==> src/hw/rtl/pfdd_pkg.sv <==
package pfdd_pkg;

   localparam int SqDim       = 5;
   localparam int SqCells     = SqDim * SqDim;
   localparam int IdxWidth    = $clog2(SqDim);
   localparam int LetterWidth = 5;
   localparam int LetterI     = 8;
   localparam int LetterJ     = 9;
   localparam int LetterMax   = 25;
   localparam int CsrDataWidth = 60;
   localparam int CsrIdxWidth  = 2;
   localparam int CellsPerReg  = 12;

   typedef logic [LetterWidth-1:0] letter_type;
   typedef logic [IdxWidth-1:0]    idx_type;
   typedef logic [CsrIdxWidth-1:0] csr_idx_type;
   typedef logic [CsrDataWidth-1:0] csr_data_type;

   typedef letter_type [SqDim-1:0] row_type;
   typedef row_type    [SqDim-1:0] square_type;

   localparam csr_idx_type CsrCellsLow = 2'd0;
   localparam csr_idx_type CsrCellsMid = 2'd1;
   localparam csr_idx_type CsrCellLast = 2'd2;

   typedef struct packed {
      logic    hit_a;
      idx_type col_a;
      logic    hit_b;
      idx_type col_b;
   } lane_hit_type;

   typedef lane_hit_type [SqDim-1:0] lane_hits_type;

   // step back one place with wrap (left / up)
   function automatic idx_type wrap_dec(input idx_type v);
      idx_type r;
      if (v == '0) begin
         r = idx_type'(SqDim - 1);
      end else begin
         r = v - 1'b1;
      end
      return r;
   endfunction

endpackage

==> src/hw/rtl/pfdd_if.sv <==
interface pfdd_req_if import pfdd_pkg::*; ();
   logic       valid;
   logic       ready;
   letter_type first_letter;
   letter_type second_letter;

   modport source(output valid, output first_letter, output second_letter, input ready);
   modport sink(input valid, input first_letter, input second_letter, output ready);
endinterface

interface pfdd_rsp_if import pfdd_pkg::*; ();
   logic       valid;
   logic       ready;
   letter_type first_plain;
   letter_type second_plain;
   logic       letter_missing;

   modport source(output valid, output first_plain, output second_plain,
                  output letter_missing, input ready);
   modport sink(input valid, input first_plain, input second_plain,
                input letter_missing, output ready);
endinterface

interface pfdd_csr_if import pfdd_pkg::*; ();
   logic         valid;
   logic         ready;
   csr_idx_type  index;
   csr_data_type data;

   modport source(output valid, output index, output data, input ready);
   modport sink(input valid, input index, input data, output ready);
endinterface

==> src/hw/rtl/pfdd_row_lane.sv <==
module pfdd_row_lane import pfdd_pkg::*; (
   input  row_type      row_cells,
   input  letter_type   letter_a,
   input  letter_type   letter_b,
   input  logic         usable_a,
   input  logic         usable_b,
   output lane_hit_type hit
);

   // lowest matching column wins
   always_comb begin
      hit = '0;
      for (int c = SqDim - 1; c >= 0; c--) begin
         if (usable_a && row_cells[c] == letter_a) begin
            hit.hit_a = 1'b1;
            hit.col_a = idx_type'(c);
         end
         if (usable_b && row_cells[c] == letter_b) begin
            hit.hit_b = 1'b1;
            hit.col_b = idx_type'(c);
         end
      end
   end

endmodule

==> src/hw/rtl/pfdd_merge.sv <==
module pfdd_merge import pfdd_pkg::*; (
   input  lane_hits_type hits,
   input  square_type    square,
   output letter_type    first_plain,
   output letter_type    second_plain,
   output logic          letter_missing
);

   logic    found_a;
   logic    found_b;
   idx_type r1;
   idx_type c1;
   idx_type r2;
   idx_type c2;

   // lowest matching row wins
   always_comb begin
      found_a = 1'b0;
      found_b = 1'b0;
      r1 = '0;
      c1 = '0;
      r2 = '0;
      c2 = '0;
      for (int r = SqDim - 1; r >= 0; r--) begin
         if (hits[r].hit_a) begin
            found_a = 1'b1;
            r1 = idx_type'(r);
            c1 = hits[r].col_a;
         end
         if (hits[r].hit_b) begin
            found_b = 1'b1;
            r2 = idx_type'(r);
            c2 = hits[r].col_b;
         end
      end
   end

   always_comb begin
      letter_missing = !(found_a && found_b);
      if (letter_missing) begin
         first_plain  = '0;
         second_plain = '0;
      end else if (r1 == r2) begin
         first_plain  = square[r1][wrap_dec(c1)];
         second_plain = square[r2][wrap_dec(c2)];
      end else if (c1 == c2) begin
         first_plain  = square[wrap_dec(r1)][c1];
         second_plain = square[wrap_dec(r2)][c2];
      end else begin
         first_plain  = square[r1][c2];
         second_plain = square[r2][c1];
      end
   end

endmodule

==> src/hw/rtl/playfair_digraph_decrypt_top.sv <==
// channel   dir   signals                                        accepted when
// req_ch    in    first_letter, second_letter                    valid && ready
// rsp_ch    out   first_plain, second_plain, letter_missing      valid && ready
// csr_ch    in    index, data                                    valid && ready
//
// One request per cycle unless the response stalls; both stages are registered.
// Stage 1: five row lanes compare both letters against their row in parallel.
// Stage 2: merge picks the matching rows and selects the output cells.
// Synchronous reset clears the key square and both stage valid bits.
// A stalled response holds stage 2; stage 1 still fills behind it.
module playfair_digraph_decrypt_top import pfdd_pkg::*; (
   input logic         clock,
   input logic         reset,
   pfdd_req_if.sink    req_ch,
   pfdd_rsp_if.source  rsp_ch,
   pfdd_csr_if.sink    csr_ch
);

   csr_data_type  cells_low_ff;
   csr_data_type  cells_mid_ff;
   letter_type    cell_last_ff;
   square_type    square;

   letter_type    key_a;
   letter_type    key_b;
   logic          usable_a;
   logic          usable_b;
   lane_hits_type lane_hits;

   lane_hits_type s1_hits_ff;
   logic          s1_valid_ff;
   logic          s1_valid_in;
   logic          s1_adv;
   logic          out_free;
   logic          req_take;
   logic [SqDim-1:0] s1_hits_a;

   letter_type    m_first;
   letter_type    m_second;
   logic          m_missing;

   letter_type    first_plain_ff;
   letter_type    second_plain_ff;
   logic          missing_ff;
   logic          rsp_valid_ff;
   logic          rsp_valid_in;

   // key square registers
   assign csr_ch.ready = 1'b1;

   always_ff @(posedge clock) begin
      if (reset) begin
         cells_low_ff <= '0;
         cells_mid_ff <= '0;
         cell_last_ff <= '0;
      end else if (csr_ch.valid) begin
         case (csr_ch.index)
            CsrCellsLow: cells_low_ff <= csr_ch.data;
            CsrCellsMid: cells_mid_ff <= csr_ch.data;
            CsrCellLast: cell_last_ff <= csr_ch.data[LetterWidth-1:0];
            default: ;
         endcase
      end
   end

   for (genvar k = 0; k < SqCells; k++) begin : g_cell
      if (k < CellsPerReg) begin : g_low
         assign square[k / SqDim][k % SqDim] = cells_low_ff[LetterWidth*k +: LetterWidth];
      end else if (k < 2 * CellsPerReg) begin : g_mid
         assign square[k / SqDim][k % SqDim] =
            cells_mid_ff[LetterWidth*(k-CellsPerReg) +: LetterWidth];
      end else begin : g_last
         assign square[k / SqDim][k % SqDim] = cell_last_ff;
      end
   end

   // J looks up as I; codes above Z never match
   assign key_a    = (req_ch.first_letter == letter_type'(LetterJ)) ?
                     letter_type'(LetterI) : req_ch.first_letter;
   assign key_b    = (req_ch.second_letter == letter_type'(LetterJ)) ?
                     letter_type'(LetterI) : req_ch.second_letter;
   assign usable_a = (key_a <= letter_type'(LetterMax));
   assign usable_b = (key_b <= letter_type'(LetterMax));

   for (genvar r = 0; r < SqDim; r++) begin : g_lane
      pfdd_row_lane u_lane (
         .row_cells (square[r]),
         .letter_a  (key_a),
         .letter_b  (key_b),
         .usable_a  (usable_a),
         .usable_b  (usable_b),
         .hit       (lane_hits[r])
      );
      assign s1_hits_a[r] = s1_hits_ff[r].hit_a;
   end

   // pipeline flow
   assign out_free     = !rsp_valid_ff || rsp_ch.ready;
   assign s1_adv       = s1_valid_ff && out_free;
   assign req_ch.ready = !s1_valid_ff || s1_adv;
   assign req_take     = req_ch.valid && req_ch.ready;
   assign s1_valid_in  = req_take || (s1_valid_ff && !s1_adv);
   assign rsp_valid_in = s1_adv || (rsp_valid_ff && !rsp_ch.ready);

   always_ff @(posedge clock) begin
      if (reset) begin
         s1_valid_ff  <= 1'b0;
         rsp_valid_ff <= 1'b0;
      end else begin
         s1_valid_ff  <= s1_valid_in;
         rsp_valid_ff <= rsp_valid_in;
      end
   end

   always_ff @(posedge clock) begin
      if (req_take) begin
         s1_hits_ff <= lane_hits;
      end
   end

   pfdd_merge u_merge (
      .hits           (s1_hits_ff),
      .square         (square),
      .first_plain    (m_first),
      .second_plain   (m_second),
      .letter_missing (m_missing)
   );

   always_ff @(posedge clock) begin
      if (s1_adv) begin
         first_plain_ff  <= m_first;
         second_plain_ff <= m_second;
         missing_ff      <= m_missing;
      end
   end

   assign rsp_ch.valid          = rsp_valid_ff;
   assign rsp_ch.first_plain    = first_plain_ff;
   assign rsp_ch.second_plain   = second_plain_ff;
   assign rsp_ch.letter_missing = missing_ff;

   a_s1_hold: assert property (@(posedge clock) disable iff (reset)
      s1_valid_ff && !s1_adv |=> s1_valid_ff)
      else $error("stage 1 request dropped while stalled");

   a_missing_zero: assert property (@(posedge clock) disable iff (reset)
      rsp_valid_ff && missing_ff |-> first_plain_ff == '0 && second_plain_ff == '0)
      else $error("missing letter with non-zero plaintext");

   a_bad_code: assert property (@(posedge clock) disable iff (reset)
      req_take && req_ch.first_letter > letter_type'(LetterMax) |=> s1_hits_a == '0)
      else $error("letter code above Z matched a cell");

   a_ready_empty: assert property (@(posedge clock) disable iff (reset)
      !rsp_valid_ff |-> req_ch.ready)
      else $error("request refused with empty output stage");

endmodule
==> src/flat_wrapper.sv <==
// flat-port wrapper written by rule: the top's interface ports become plain ports
module playfair_digraph_decrypt_top_flat import pfdd_pkg::*;
  (clock, reset, req_ch_valid, req_ch_first_letter, req_ch_second_letter, req_ch_ready, rsp_ch_valid, rsp_ch_first_plain, rsp_ch_second_plain, rsp_ch_letter_missing, rsp_ch_ready, csr_ch_valid, csr_ch_index, csr_ch_data, csr_ch_ready);
  pfdd_req_if req_ch_i ();
  pfdd_rsp_if rsp_ch_i ();
  pfdd_csr_if csr_ch_i ();
  input logic clock;
  input logic reset;
  input wire logic [$bits(req_ch_i.valid)-1:0] req_ch_valid;
  input wire logic [$bits(req_ch_i.first_letter)-1:0] req_ch_first_letter;
  input wire logic [$bits(req_ch_i.second_letter)-1:0] req_ch_second_letter;
  output wire logic [$bits(req_ch_i.ready)-1:0] req_ch_ready;
  output wire logic [$bits(rsp_ch_i.valid)-1:0] rsp_ch_valid;
  output wire logic [$bits(rsp_ch_i.first_plain)-1:0] rsp_ch_first_plain;
  output wire logic [$bits(rsp_ch_i.second_plain)-1:0] rsp_ch_second_plain;
  output wire logic [$bits(rsp_ch_i.letter_missing)-1:0] rsp_ch_letter_missing;
  input wire logic [$bits(rsp_ch_i.ready)-1:0] rsp_ch_ready;
  input wire logic [$bits(csr_ch_i.valid)-1:0] csr_ch_valid;
  input wire logic [$bits(csr_ch_i.index)-1:0] csr_ch_index;
  input wire logic [$bits(csr_ch_i.data)-1:0] csr_ch_data;
  output wire logic [$bits(csr_ch_i.ready)-1:0] csr_ch_ready;
  assign req_ch_i.valid = req_ch_valid;
  assign req_ch_i.first_letter = req_ch_first_letter;
  assign req_ch_i.second_letter = req_ch_second_letter;
  assign req_ch_ready = req_ch_i.ready;
  assign rsp_ch_valid = rsp_ch_i.valid;
  assign rsp_ch_first_plain = rsp_ch_i.first_plain;
  assign rsp_ch_second_plain = rsp_ch_i.second_plain;
  assign rsp_ch_letter_missing = rsp_ch_i.letter_missing;
  assign rsp_ch_i.ready = rsp_ch_ready;
  assign csr_ch_i.valid = csr_ch_valid;
  assign csr_ch_i.index = csr_ch_index;
  assign csr_ch_i.data = csr_ch_data;
  assign csr_ch_ready = csr_ch_i.ready;
  playfair_digraph_decrypt_top u_core (.clock(clock), .reset(reset), .req_ch(req_ch_i), .rsp_ch(rsp_ch_i), .csr_ch(csr_ch_i));
endmodule
==> config.mk <==
export PLATFORM = sky130hd
export DESIGN_NAME = playfair_digraph_decrypt_top_flat
export DESIGN_NICKNAME = d
export VERILOG_FILES = /design/src/hw/rtl/pfdd_pkg.sv /design/src/hw/rtl/pfdd_if.sv /design/src/hw/rtl/pfdd_row_lane.sv /design/src/hw/rtl/pfdd_merge.sv /design/src/hw/rtl/playfair_digraph_decrypt_top.sv /design/src/flat_wrapper.sv
export SDC_FILE = /design/constraint.sdc
export NUM_CORES = 1
export LEC_CHECK = 0
export ABC_CLOCK_PERIOD_IN_PS = 2900
export BUFFER_PORTS_ARGS = -buffer_cell sky130_fd_sc_hd__buf_2
export CAP_MARGIN = 20
export CORE_ASPECT_RATIO = 1.75
export CORE_MARGIN = 2
export CORE_UTILIZATION = 38
export CTS_CLUSTER_SIZE = 16
export DETAILED_ROUTE_END_ITERATION = 8
export SLEW_MARGIN = 20
export SYNTH_ARGS = -nofsm -noshare
export SYNTH_HDL_FRONTEND = slang
export SYNTH_SLANG_ARGS = --single-unit
==> constraint.sdc <==
create_clock -name clock -period 2.9 [get_ports clock]
set_input_delay 0.145 -clock clock [delete_from_list [all_inputs] [get_ports clock]]
set_output_delay 0.145 -clock clock [all_outputs]
set_load 0.1 [all_outputs]
Yosys cells after proc, flatten, opt, wreduce, memory -nomap -nowiden --
Index checks and enable logic that the tools add are counted.
Operators by class: mux-type cells 110, reductions and logical operators 92, magnitude comparators 10, eq/ne operators 56, add/subtract/negate cells 4
Operators by type and width (count):
- 25-bit binary-select mux with 3-bit select | 4
- 5-bit equality test | 50
- 3-bit two-way mux | 34
- 25-bit two-way mux | 4
- 5-bit binary-select mux with 3-bit select | 6
- 5-bit two-way mux | 12
- 1-bit logical AND | 55
- 2-bit two-way mux | 20
- 4-bit two-way mux | 10
- 4-bit OR reduction | 10
- 3-bit by 4-bit < comparator with 1-bit output, second input constant | 8
- 1-bit two-way mux | 20
- 2-bit OR reduction | 10
- 3-bit logical NOT | 4
- 3-bit by 1-bit subtractor with 3-bit output, second input constant | 4
- 5-bit by 4-bit equality test with 1-bit output, second input constant | 2
- 5-bit <= comparator, second input constant | 2
- 3-bit equality test | 2
- 2-bit AND reduction | 3
- 1-bit logical NOT | 5
- 1-bit logical OR | 4
- 2-bit by 1-bit equality test with 1-bit output, second input constant | 1
- 2-bit equality test, second input constant | 1
- 2-bit logical NOT | 1
Word-level totals: bits of input ports 77, word-level logic and storage cells 320, bits in registers 178, output and inout bits 14

Logic depth before layout (Yosys ltp) --
Gate-level depths: netlist (run 1).
depth after elaboration 16, gate-level depth with buffers 13, depth with buffers taken out 10

Modules after synthesis --
Synthesis (run 1) repeated with hierarchy kept, for this count alone.
Second synthesis, totals: cell total of the unflattened synthesis 1987, area total of the unflattened synthesis 16691.0 µm²
By module, submodules not included:
- playfair_digraph_decrypt_top | area an instance 6819.0 µm², instances 1, cells each 551
- pfdd_merge | area an instance 5886.9 µm², instances 1, cells each 956
- pfdd_row_lane | area an instance 797.0 µm², instances 5, cells each 96

Least setup slack after synthesis (run 1) --
OpenSTA, ideal clock, no wires.
path type register -> register, start point register u_core.rsp_valid_ff, in the netlist u_core.rsp_ch.valid, end point register u_core.s1_hits_ff, in the netlist u_core.s1_hits_a[0] (enable), setup time 0.442 ns, arrival time 2.676 ns, slack -0.218 ns, path buffers 0, stages on the path, launching flop included 4, required time 2.458 ns, period minus slack after synthesis 3.118 ns, cells stage by stage dfxtp_1 nor2b_1 nand2_1 and2_1
Between the ends: longest elaborated chain between the ends 5
RTL lines:
- from (decl) | RTL line playfair_digraph_decrypt_top.sv:45 | logic rsp_valid_ff;
- from (signal assigned) | RTL line playfair_digraph_decrypt_top.sv:111 | rsp_valid_ff <= rsp_valid_in;
- 1-bit logical NOT | RTL line playfair_digraph_decrypt_top.sv:98 | assign out_free = !rsp_valid_ff || rsp_ch.ready;
- 1-bit logical OR | RTL line playfair_digraph_decrypt_top.sv:98
- 1-bit logical AND | RTL line playfair_digraph_decrypt_top.sv:99 | assign s1_adv = s1_valid_ff && out_free;
- 1-bit logical OR | RTL line playfair_digraph_decrypt_top.sv:100 | assign req_ch.ready = !s1_valid_ff || s1_adv;
- via req_ch_ready | RTL line flat_wrapper.sv:12 | output wire logic [$bits(req_ch_i.ready)-1:0] req_ch_ready;
- 1-bit logical AND | RTL line playfair_digraph_decrypt_top.sv:101 | assign req_take = req_ch.valid && req_ch.ready;
- via u_core.req_take | RTL line playfair_digraph_decrypt_top.sv:35 | logic req_take;
- to (signal assigned) | RTL line playfair_digraph_decrypt_top.sv:117 | s1_hits_ff <= lane_hits;
- to (decl) | RTL line playfair_digraph_decrypt_top.sv:30 | lane_hits_type s1_hits_ff;
The timed path passes the listed nets, and every way through them passes these cells. A chain may end at the register's enable or synchronous reset.

Worst setup path in the final report (run 1) --
start point register u_core.s1_hits_ff[27] in the netlist's numbering, end point register u_core.second_plain_ff[2], in the netlist u_core.rsp_ch.second_plain[2] (data pin)
Between the ends: longest elaborated chain between the ends 15, elaborated cells on any way between the ends 38
RTL lines:
- 3-bit two-way mux (4 in series) | RTL line pfdd_merge.sv:30 | if (hits[r].hit_b) begin
- 3-bit by 1-bit subtractor with 3-bit output / 3-bit logical NOT (equally long branches) | RTL line pfdd_pkg.sv:41, pfdd_pkg.sv:38
- 3-bit two-way mux | RTL line pfdd_pkg.sv:38 | if (v == '0) begin
- 3-bit two-way mux | RTL line pfdd_merge.sv:46 | end else if (c1 == c2) begin
- 3-bit two-way mux | RTL line pfdd_merge.sv:43 | end else if (r1 == r2) begin
- 3-bit two-way mux | RTL line pfdd_merge.sv:40 | if (letter_missing) begin
- 25-bit binary-select mux with 3-bit select | RTL line pfdd_merge.sv:48 | second_plain = square[wrap_dec(r2)][c2];
- 25-bit two-way mux (implied by the code) | RTL line pfdd_merge.sv:48
- 5-bit binary-select mux with 3-bit select | RTL line pfdd_merge.sv:48
- 5-bit two-way mux (implied by the code) | RTL line pfdd_merge.sv:48
- 5-bit two-way mux | RTL line pfdd_merge.sv:46
- 5-bit two-way mux | RTL line pfdd_merge.sv:43
- to (signal assigned) | RTL line playfair_digraph_decrypt_top.sv:132 | second_plain_ff <= m_second;
- to (decl) | RTL line playfair_digraph_decrypt_top.sv:43 | letter_type second_plain_ff;
Parallel ways exist; a longest one is shown, timed or not. The select of a mux whose other input is x is not followed.

==> results of run 1 <==
[Yosys cell counts (all sizes together) (18+ instances only)]
| cell type | n |
|---|---|
| a211oi | 23 |
| a21oi | 212 |
| a221oi | 18 |
| a22oi | 28 |
| a31oi | 26 |
| buf | 59 |
| clkbuf | 222 |
| dfxtp | 127 |
| edfxtp | 51 |
| inv | 24 |
| mux2i | 61 |
| nand2 | 395 |
| nand2b | 23 |
| nand3 | 48 |
| nand4 | 22 |
| nor2 | 140 |
| nor2b | 20 |
| nor3 | 83 |
| nor4 | 18 |
| o21ai | 68 |
| o221ai | 22 |
| o22ai | 39 |
| xnor2 | 88 |
| xor2 | 168 |
[power groups by stage]
stage	clock [mW]	sequential (mW)	combinational (mW)
after global routing	2.60	2.96	4.75
after floorplan	0	2.96	1.94
after CTS	2.52	2.94	4.11
after detailed placement	0	3.00	3.97
after global placement	0	3.00	3.97
final	2.54	2.97	4.63
[repair_timing]
item,4_1_cts,5_1_grt
hold buffers,62,0
cloned,0,2
endpoints found under the hold margin,122,0
pin swaps,2,30
buffers inserted,9,42
endpoints found under the setup margin,10,10
gates resized for setup,29,111
[final cells by class]
type	count	area (um2)	area share (%)
diodes	6	15.01	0.07179
clock buffers	18	439.2	2.100
clock inverters	14	165.2	0.7897
inverters	27	107.6	0.5145
multi-input cells	1695	10760	51.46
flip-flops and latches	178	4074	19.48
well taps	550	688.2	3.290
repair buffers	563	4662	22.29
[cells by family after synthesis]
family / share of synthesized area [%]
AND/OR/NAND/NOR: 23.87
AO/OA/AOI/OAI: 22.60
buffers and inverters: 7.880
XOR/XNOR: 14.44
flip-flops: 26.23
multiplexers: 4.875
adder cells (fa/ha/maj): 0.08056
other: 0.02415
[worst paths after layout]
| kind | end | slack (ns) | cells past startpoint |
|---|---|---|---|
| worst max-delay path | u_core.rsp_ch.second_plain[2] | -0.13 | 11 |
| worst min-delay path | u_core.cell_last_ff[2] | 0.17 | 2 |
| worst max register to register | u_core.rsp_ch.second_plain[2] | -0.13 | 11 |
| worst min register to register | u_core.rsp_ch.valid | 0.52 | 2 |
[routing by layer]
metal	vias to the layer above	global-route usage, %	share of wire, %
met5	-	0	0.094
met1	9411	52.21	32
met4	14	52.90	14
li1	8183	-	-
met2	1488	76.72	43
met3	685	17.51	10
[layout by cell type, fill, tap and decap left out, types with 14 or more instances in the layout]
master,instances
clkbuf_16,18
o21ai_1,14
nand3_1,48
buf_4,359
a31oi_1,24
xnor2_1,88
mux2i_1,60
nor2b_1,18
a211oi_1,14
nor3_1,75
dlygate4sd3_1,62
xor2_1,168
nand2_1,392
a21oi_1,205
a22oi_1,27
nand2b_1,20
edfxtp_1,51
inv_1,22
nand4_1,22
buf_12,32
o211ai_1,15
o21ai_0,53
nor2_1,128
nor3b_1,14
buf_2,88
o22ai_1,36
nand3b_1,14
o221ai_1,21
dfxtp_1,127
buf_6,15
[worst max-delay path, cell delays in order (launching register included)]
cell       delay [ns]
edfxtp_1         0.43
buf_6            0.16
buf_8            0.14
nand2b_4         0.08
a21oi_4          0.07
buf_12           0.14
o211ai_1         0.75
a22oi_1          0.17
buf_4            0.24
a2111oi_4        0.29
nor3_1           0.09
nor4_1           0.28
[registers in the layout (all words and copies together) (netlist names)]
| name | flops |
|---|---|
| u_core.cells_low_ff | 60 |
| u_core.cells_mid_ff | 60 |
| u_core.s1_hits_ff | 35 |
| u_core.cell_last_ff | 5 |
| u_core.rsp_ch.first_plain | 5 |
| u_core.rsp_ch.second_plain | 5 |
| u_core.s1_hits_a | 5 |
| u_core.rsp_ch.letter_missing | 1 |
| u_core.rsp_ch.valid | 1 |
| u_core.s1_valid_ff | 1 |
[through the flow]
step           instance area (um2)  utilization (%)
3_5_place_dp                 18670            46.00
5_1_grt                      20900            51.49
2_1_floorplan                15530                -
3_3_place_gp                 18670            46.00
4_1_cts                      20070            49.45
6_report                     20910            51.53
==> results.md, run 1 <==
* H-tree depth at 4
* Post-synth EDFFs at 51
* Period utilization at 104.4%
* Pre-antenna DRT Iters at 6
* CTS buffer count at 17
* CP startpoint: u_core.s1_hits_ff[27]
* Min Tclk post-route at 3.027 ns
* Slew Viols, Final at 0
* Reg clk slew, reported paths at 0.09 ns
* Dpl hpwl at 82750 um
* Worst hold path class: input pin to flip-flop
* Sequential area share after synthesis at 26.23%
* Combinational share of power at 45.7%
* Port bufs at 89
* Routability Congestion at 1.094
* GRT Util Overall at 50.64%
* PnR Total Power at 10.14 mW
* Vias in the first global route at 19093
* CP required at 3.20 ns
* RSZ-0062 raised after global routing: true
* Setup Skew at 0.01609 ns
* Failing checks: setup timing
* Fin cells at 3051
* Grt ovf at 0
* Avg WL per Cell at 35.87 um
* Final hold vios at 0
* TritonCTS clock tree: yes
* Switching Fraction at 43.80%
* FF+latch count, synth at 178
* Initial drt markers at 2369
* Vias per cell at 6.483
* Nets@finish at 2560
* Top post-synthesis cells by area: dfxtp_1 16%, edfxtp_1 9.9%, nand2_1 9.5%
* Synth cell types at 79
* Power Density at 484.9 nW/um2
* Startpoint type of the worst setup path: flip-flop
* Mapped Area at 15530 um2
* Max Cap Viol at 0
* Leakage Power at 8.428 nW
* CP arrival at 3.32 ns
* Mapped Nets at 2259
* Final wirelength at 109400 um
* Largest net degree at the start of global routing at 61
* Top-area cell type share of the netlist area at 16.37%
* Crit end category: flip-flop
* CTS Root Cell: clkbuf_16
* Initial antenna violation count at 15
* Maximum root-to-sink buffer count at 2
* Antenna-violating nets left at 0
* DR vias at 19781
* Layout area overhead at 34.68%
* Outcome: finished, violations left
* Final setup vio count at 6
* I/O pin count at 91
* Switching power total at 4.442 mW
* CP Class: flip-flop to flip-flop
* HP Start: reset
* Int Pwr at 5.699 mW
* Die height at 271.4 um
* Clock power share at 25.0%
* Core ar. at 40590 um2
* Tightest Pin Transition at 1.117 ns
* Most used DFF post-synth: dfxtp_1
* Worst reg2reg path startpoint: u_core.s1_hits_ff[27]
* Cells after Synth at 2181
* Ratio of cells with drive above 1 in the final layout at 26.25%
* Max Clock Freq at 330.4 MHz
* Final setup margin at -0.1266 ns
* Clock Sinks at 178
* Die ar. at 42560 um2
* Average size of a mapped cell at 7.120 um2
* Die span in x at 156.8 um
* Sequential cell fraction of total power at 29.3%
* Number of warning messages in the yosys log at 0
* Crit path max fanout at 7
* Fillers at 3996
* Cell row count at 98
* Max-slew headroom at 25.51%
* Max IR drop VDD at 0.3720 mV
* Largest area contributor in the synthesized netlist: dfxtp_1
* Initial core utilization at 38.26%
* First-pass GRT wire length at 148600 um
* Placed cells at 2899
* Clock Latency Late Sink at 0.47 ns
* Synth async-reset ratio at 0%
* Post-Place Worst Slack at -0.1869 ns
* Residual DRC count at 0
* Setup_tns at -0.3845 ns
* WHS at 0.1736 ns
No activity file was read; power rests on OpenSTA's default activity.
==> inputs of run 2 (changes only) <==
--- a/config.mk
+++ b/config.mk
@@ -11,8 +11,10 @@
 export CORE_ASPECT_RATIO = 1.75
 export CORE_MARGIN = 2
 export CORE_UTILIZATION = 38
+export CTS_BUF_LIST = sky130_fd_sc_hd__clkbuf_4 sky130_fd_sc_hd__clkbuf_8
 export CTS_CLUSTER_SIZE = 16
 export DETAILED_ROUTE_END_ITERATION = 8
+export SKIP_CTS_REPAIR_TIMING = 1
 export SLEW_MARGIN = 20
 export SYNTH_ARGS = -nofsm -noshare
 export SYNTH_HDL_FRONTEND = slang
==> run 2 against run 1 <==
The run still ends with setup timing left. Sequential share of layout area barely moved. Clock power fell by 23%. Worst setup slack improved by 0.067 ns. Sequential power barely moved. Cell area fell by 0.25%. First-iteration DRC count rose by 4.5%. Flip-flop and latch count did not move. Non-clock buffer count fell by 12. Critical path type unchanged. Highest routed layer unchanged.
==> results.md, run 2 (synthesized netlist as in run 1, its figures left out) <==
* Setup Skew at 0.02916 ns (+0.01306 ns)
* Avg WL per Cell at 35.75 um (-0.33%)
* Largest net degree at the start of global routing at 61 (unchanged)
* Period utilization at 102.1% (-2.3 points)
* Port bufs at 89 (unchanged)
* Residual DRC count at 0 (unchanged)
* Ratio of cells with drive above 1 in the final layout at 26.89% (+0.64 points)
* Power Density at 463.9 nW/um2 (-4.3%)
* Vias per cell at 6.485 (about the same)
* Final hold vios at 0 (unchanged)
* Pre-antenna DRT Iters at 6 (unchanged)
* Regs by FF count: u_core.cells_low_ff (60), u_core.cells_mid_ff (60), u_core.s1_hits_ff (35)
* RSZ-0062 raised after global routing: true
* Final setup margin at -0.05951 ns (+0.06709 ns)
* Int Pwr at 5.258 mW (-7.7%)
* Fin cells at 3046 (-0.16%)
* Dpl hpwl at 82750 um (unchanged)
* Reg clk slew, reported paths at 0.13 ns (+0.04 ns)
* Max Cap Viol at 0 (unchanged)
* Failing checks: setup timing
* I/O pin count at 91 (unchanged)
* Reg2reg path depth at 9 (-2)
* Nets@finish at 2549 (-0.43%)
* Die height at 271.4 um (unchanged)
* Min Tclk post-route at 2.960 ns (-0.06709 ns)
* GRT Util Overall at 50.07% (-0.57 points)
* Sequential cell fraction of total power at 30.7% (+1.4 points)
* Max IR drop VDD at 0.3493 mV (-6.1%)
* Worst hold path class: input pin to flip-flop
* Clock Latency Late Sink at 0.55 ns (+0.08 ns)
* Most frequent cells in the layout: 393 x nand2_1, 338 x buf_4, 206 x a21oi_1, 168 x xor2_1, 127 x dfxtp_1
* Grt ovf at 0 (unchanged)
* Startpoint type of the worst setup path: flip-flop
* Final setup vio count at 4 (-2)
* WHS at 0.09845 ns (-0.07516 ns)
* Tightest Pin Transition at 1.138 ns (+0.02026 ns)
* Switching power total at 4.419 mW (-0.51%)
* Max Clock Freq at 337.9 MHz (+2.3%)
* Routability Congestion at 1.094 (unchanged)
* R2R setup slack at -0.06 ns (+0.07 ns)
* Setup_tns at -0.1811 ns (+0.2034 ns)
* Antenna-violating nets left at 0 (unchanged)
* Clock power share at 20.2% (-4.8 points)
* Cell row count at 98 (unchanged)
* Initial antenna violation count at 18 (+3)
* Slew Viols, Final at 0 (unchanged)
* Leakage Power at 8.320 nW (-1.3%)
* H-tree depth at 4 (unchanged)
* Reg-to-reg endpoint: u_core.rsp_ch.second_plain[0]
* Final wirelength at 108900 um (-0.50%)
* CP required at 3.19 ns (about the same)
* Die span in x at 156.8 um (unchanged)
* Die ar. at 42560 um2 (unchanged)
* Combinational share of power at 49.1% (+3.4 points)
* Clock Sinks at 178 (unchanged)
* Worst reg2reg path startpoint: u_core.s1_hits_ff[3]
* DR vias at 19754 (-0.14%)
* CP Class: flip-flop to flip-flop
* Hold Path Depth at 2 (unchanged)
* Post-route cell area at 20860 um2 (-0.25%)
* Maximum root-to-sink buffer count at 2 (unchanged)
* Core ar. at 40590 um2 (unchanged)
* Switching Fraction at 45.67% (+1.9 points)
* CTS buffer count at 17 (unchanged)
* Vias in the first global route at 18592 (-2.6%)
* Crit path max fanout at 5 (-2)
* HP Start: reset
* CP arrival at 3.24 ns (-0.08 ns)
* Crit end category: flip-flop
* Initial drt markers at 2475 (+4.5%)
* Layout area overhead at 34.34%
* Outcome: finished, violations left
* Most common cell after layout, fill and taps aside: nand2_1
* Placed cell area at 18670 um2 (unchanged)
* TritonCTS clock tree: yes
* First-pass GRT wire length at 146800 um (-1.2%)
* Initial core utilization at 38.26% (unchanged)
* Max-slew headroom at 24.16% (-1.4 points)
* Hold Crit Endpoint: u_core.cells_mid_ff[10]
* CTS Root Cell: clkbuf_8
* Placed cells at 2899 (unchanged)
-- run 2: worst max path at each step --
stage,from,to,cells past startpoint
4_1_cts,u_core.s1_hits_a[2],u_core.rsp_ch.first_plain[2],10
3_3_place_gp,u_core.s1_hits_ff[3],u_core.rsp_ch.second_plain[1],11
3_5_place_dp,u_core.s1_hits_ff[3],u_core.rsp_ch.second_plain[1],11
5_1_grt,u_core.s1_hits_ff[3],u_core.rsp_ch.second_plain[4],10
2_1_floorplan,u_core.s1_hits_a[0],u_core.rsp_ch.first_plain[0],12
6_report,u_core.s1_hits_ff[3],u_core.rsp_ch.second_plain[0],9
-- run 2: cell type report --
type | count | area [um2]
Timing Repair Buffer | 551 | 4627
Inverter | 27 | 105.1
Antenna cell | 12 | 30.03
Clock inverter | 14 | 165.2
Tap cell | 550 | 688.2
Sequential cell | 178 | 4074
Clock buffer | 18 | 247.7
Multi-Input combinational cell | 1696 | 10920
Fill cell | 3999 | 19730
-- run 2: critical path, stage by stage (launching register included) --
cell	delay (ns)
edfxtp_1	0.49
or3_1	0.41
a221o_1	0.29
and2_4	0.19
mux4_2	0.44
a22oi_2	0.18
buf_6	0.20
a31oi_4	0.10
nor4_2	0.31
nor4_1	0.10
-- run 2: routing by layer --
| metal | global-route usage (%) | up-vias | share of wire [%] |
|---|---|---|---|
| li1 | - | 8179 | - |
| met1 | 51.16 | 9292 | 32 |
| met2 | 76.84 | 1560 | 44 |
| met3 | 17.77 | 709 | 11 |
| met4 | 50.68 | 14 | 13 |
| met5 | 0 | - | 0.13 |
-- run 2: stage by stage --
| stage | utilization (%) | total power [mW] | setup slack (ns) |
|---|---|---|---|
| 2_1_floorplan | - | 4.896 | 0.01635 |
| 3_3_place_gp | 46.00 | 6.966 | -0.2309 |
| 3_5_place_dp | 46.00 | 6.963 | -0.1869 |
| 4_1_cts | 47.02 | 8.867 | -0.2059 |
| 5_1_grt | 51.34 | 9.860 | -0.1644 |
| 6_report | 51.40 | 9.678 | -0.05951 |
-- run 2: power groups by stage --
stage	sequential, mW	combinational (mW)	clock (mW)
3_3_place_gp	3.00	3.97	0
4_1_cts	2.94	3.97	1.95
6_report	2.97	4.75	1.96
5_1_grt	2.96	4.88	2.02
2_1_floorplan	2.96	1.94	0
3_5_place_dp	3.00	3.97	0
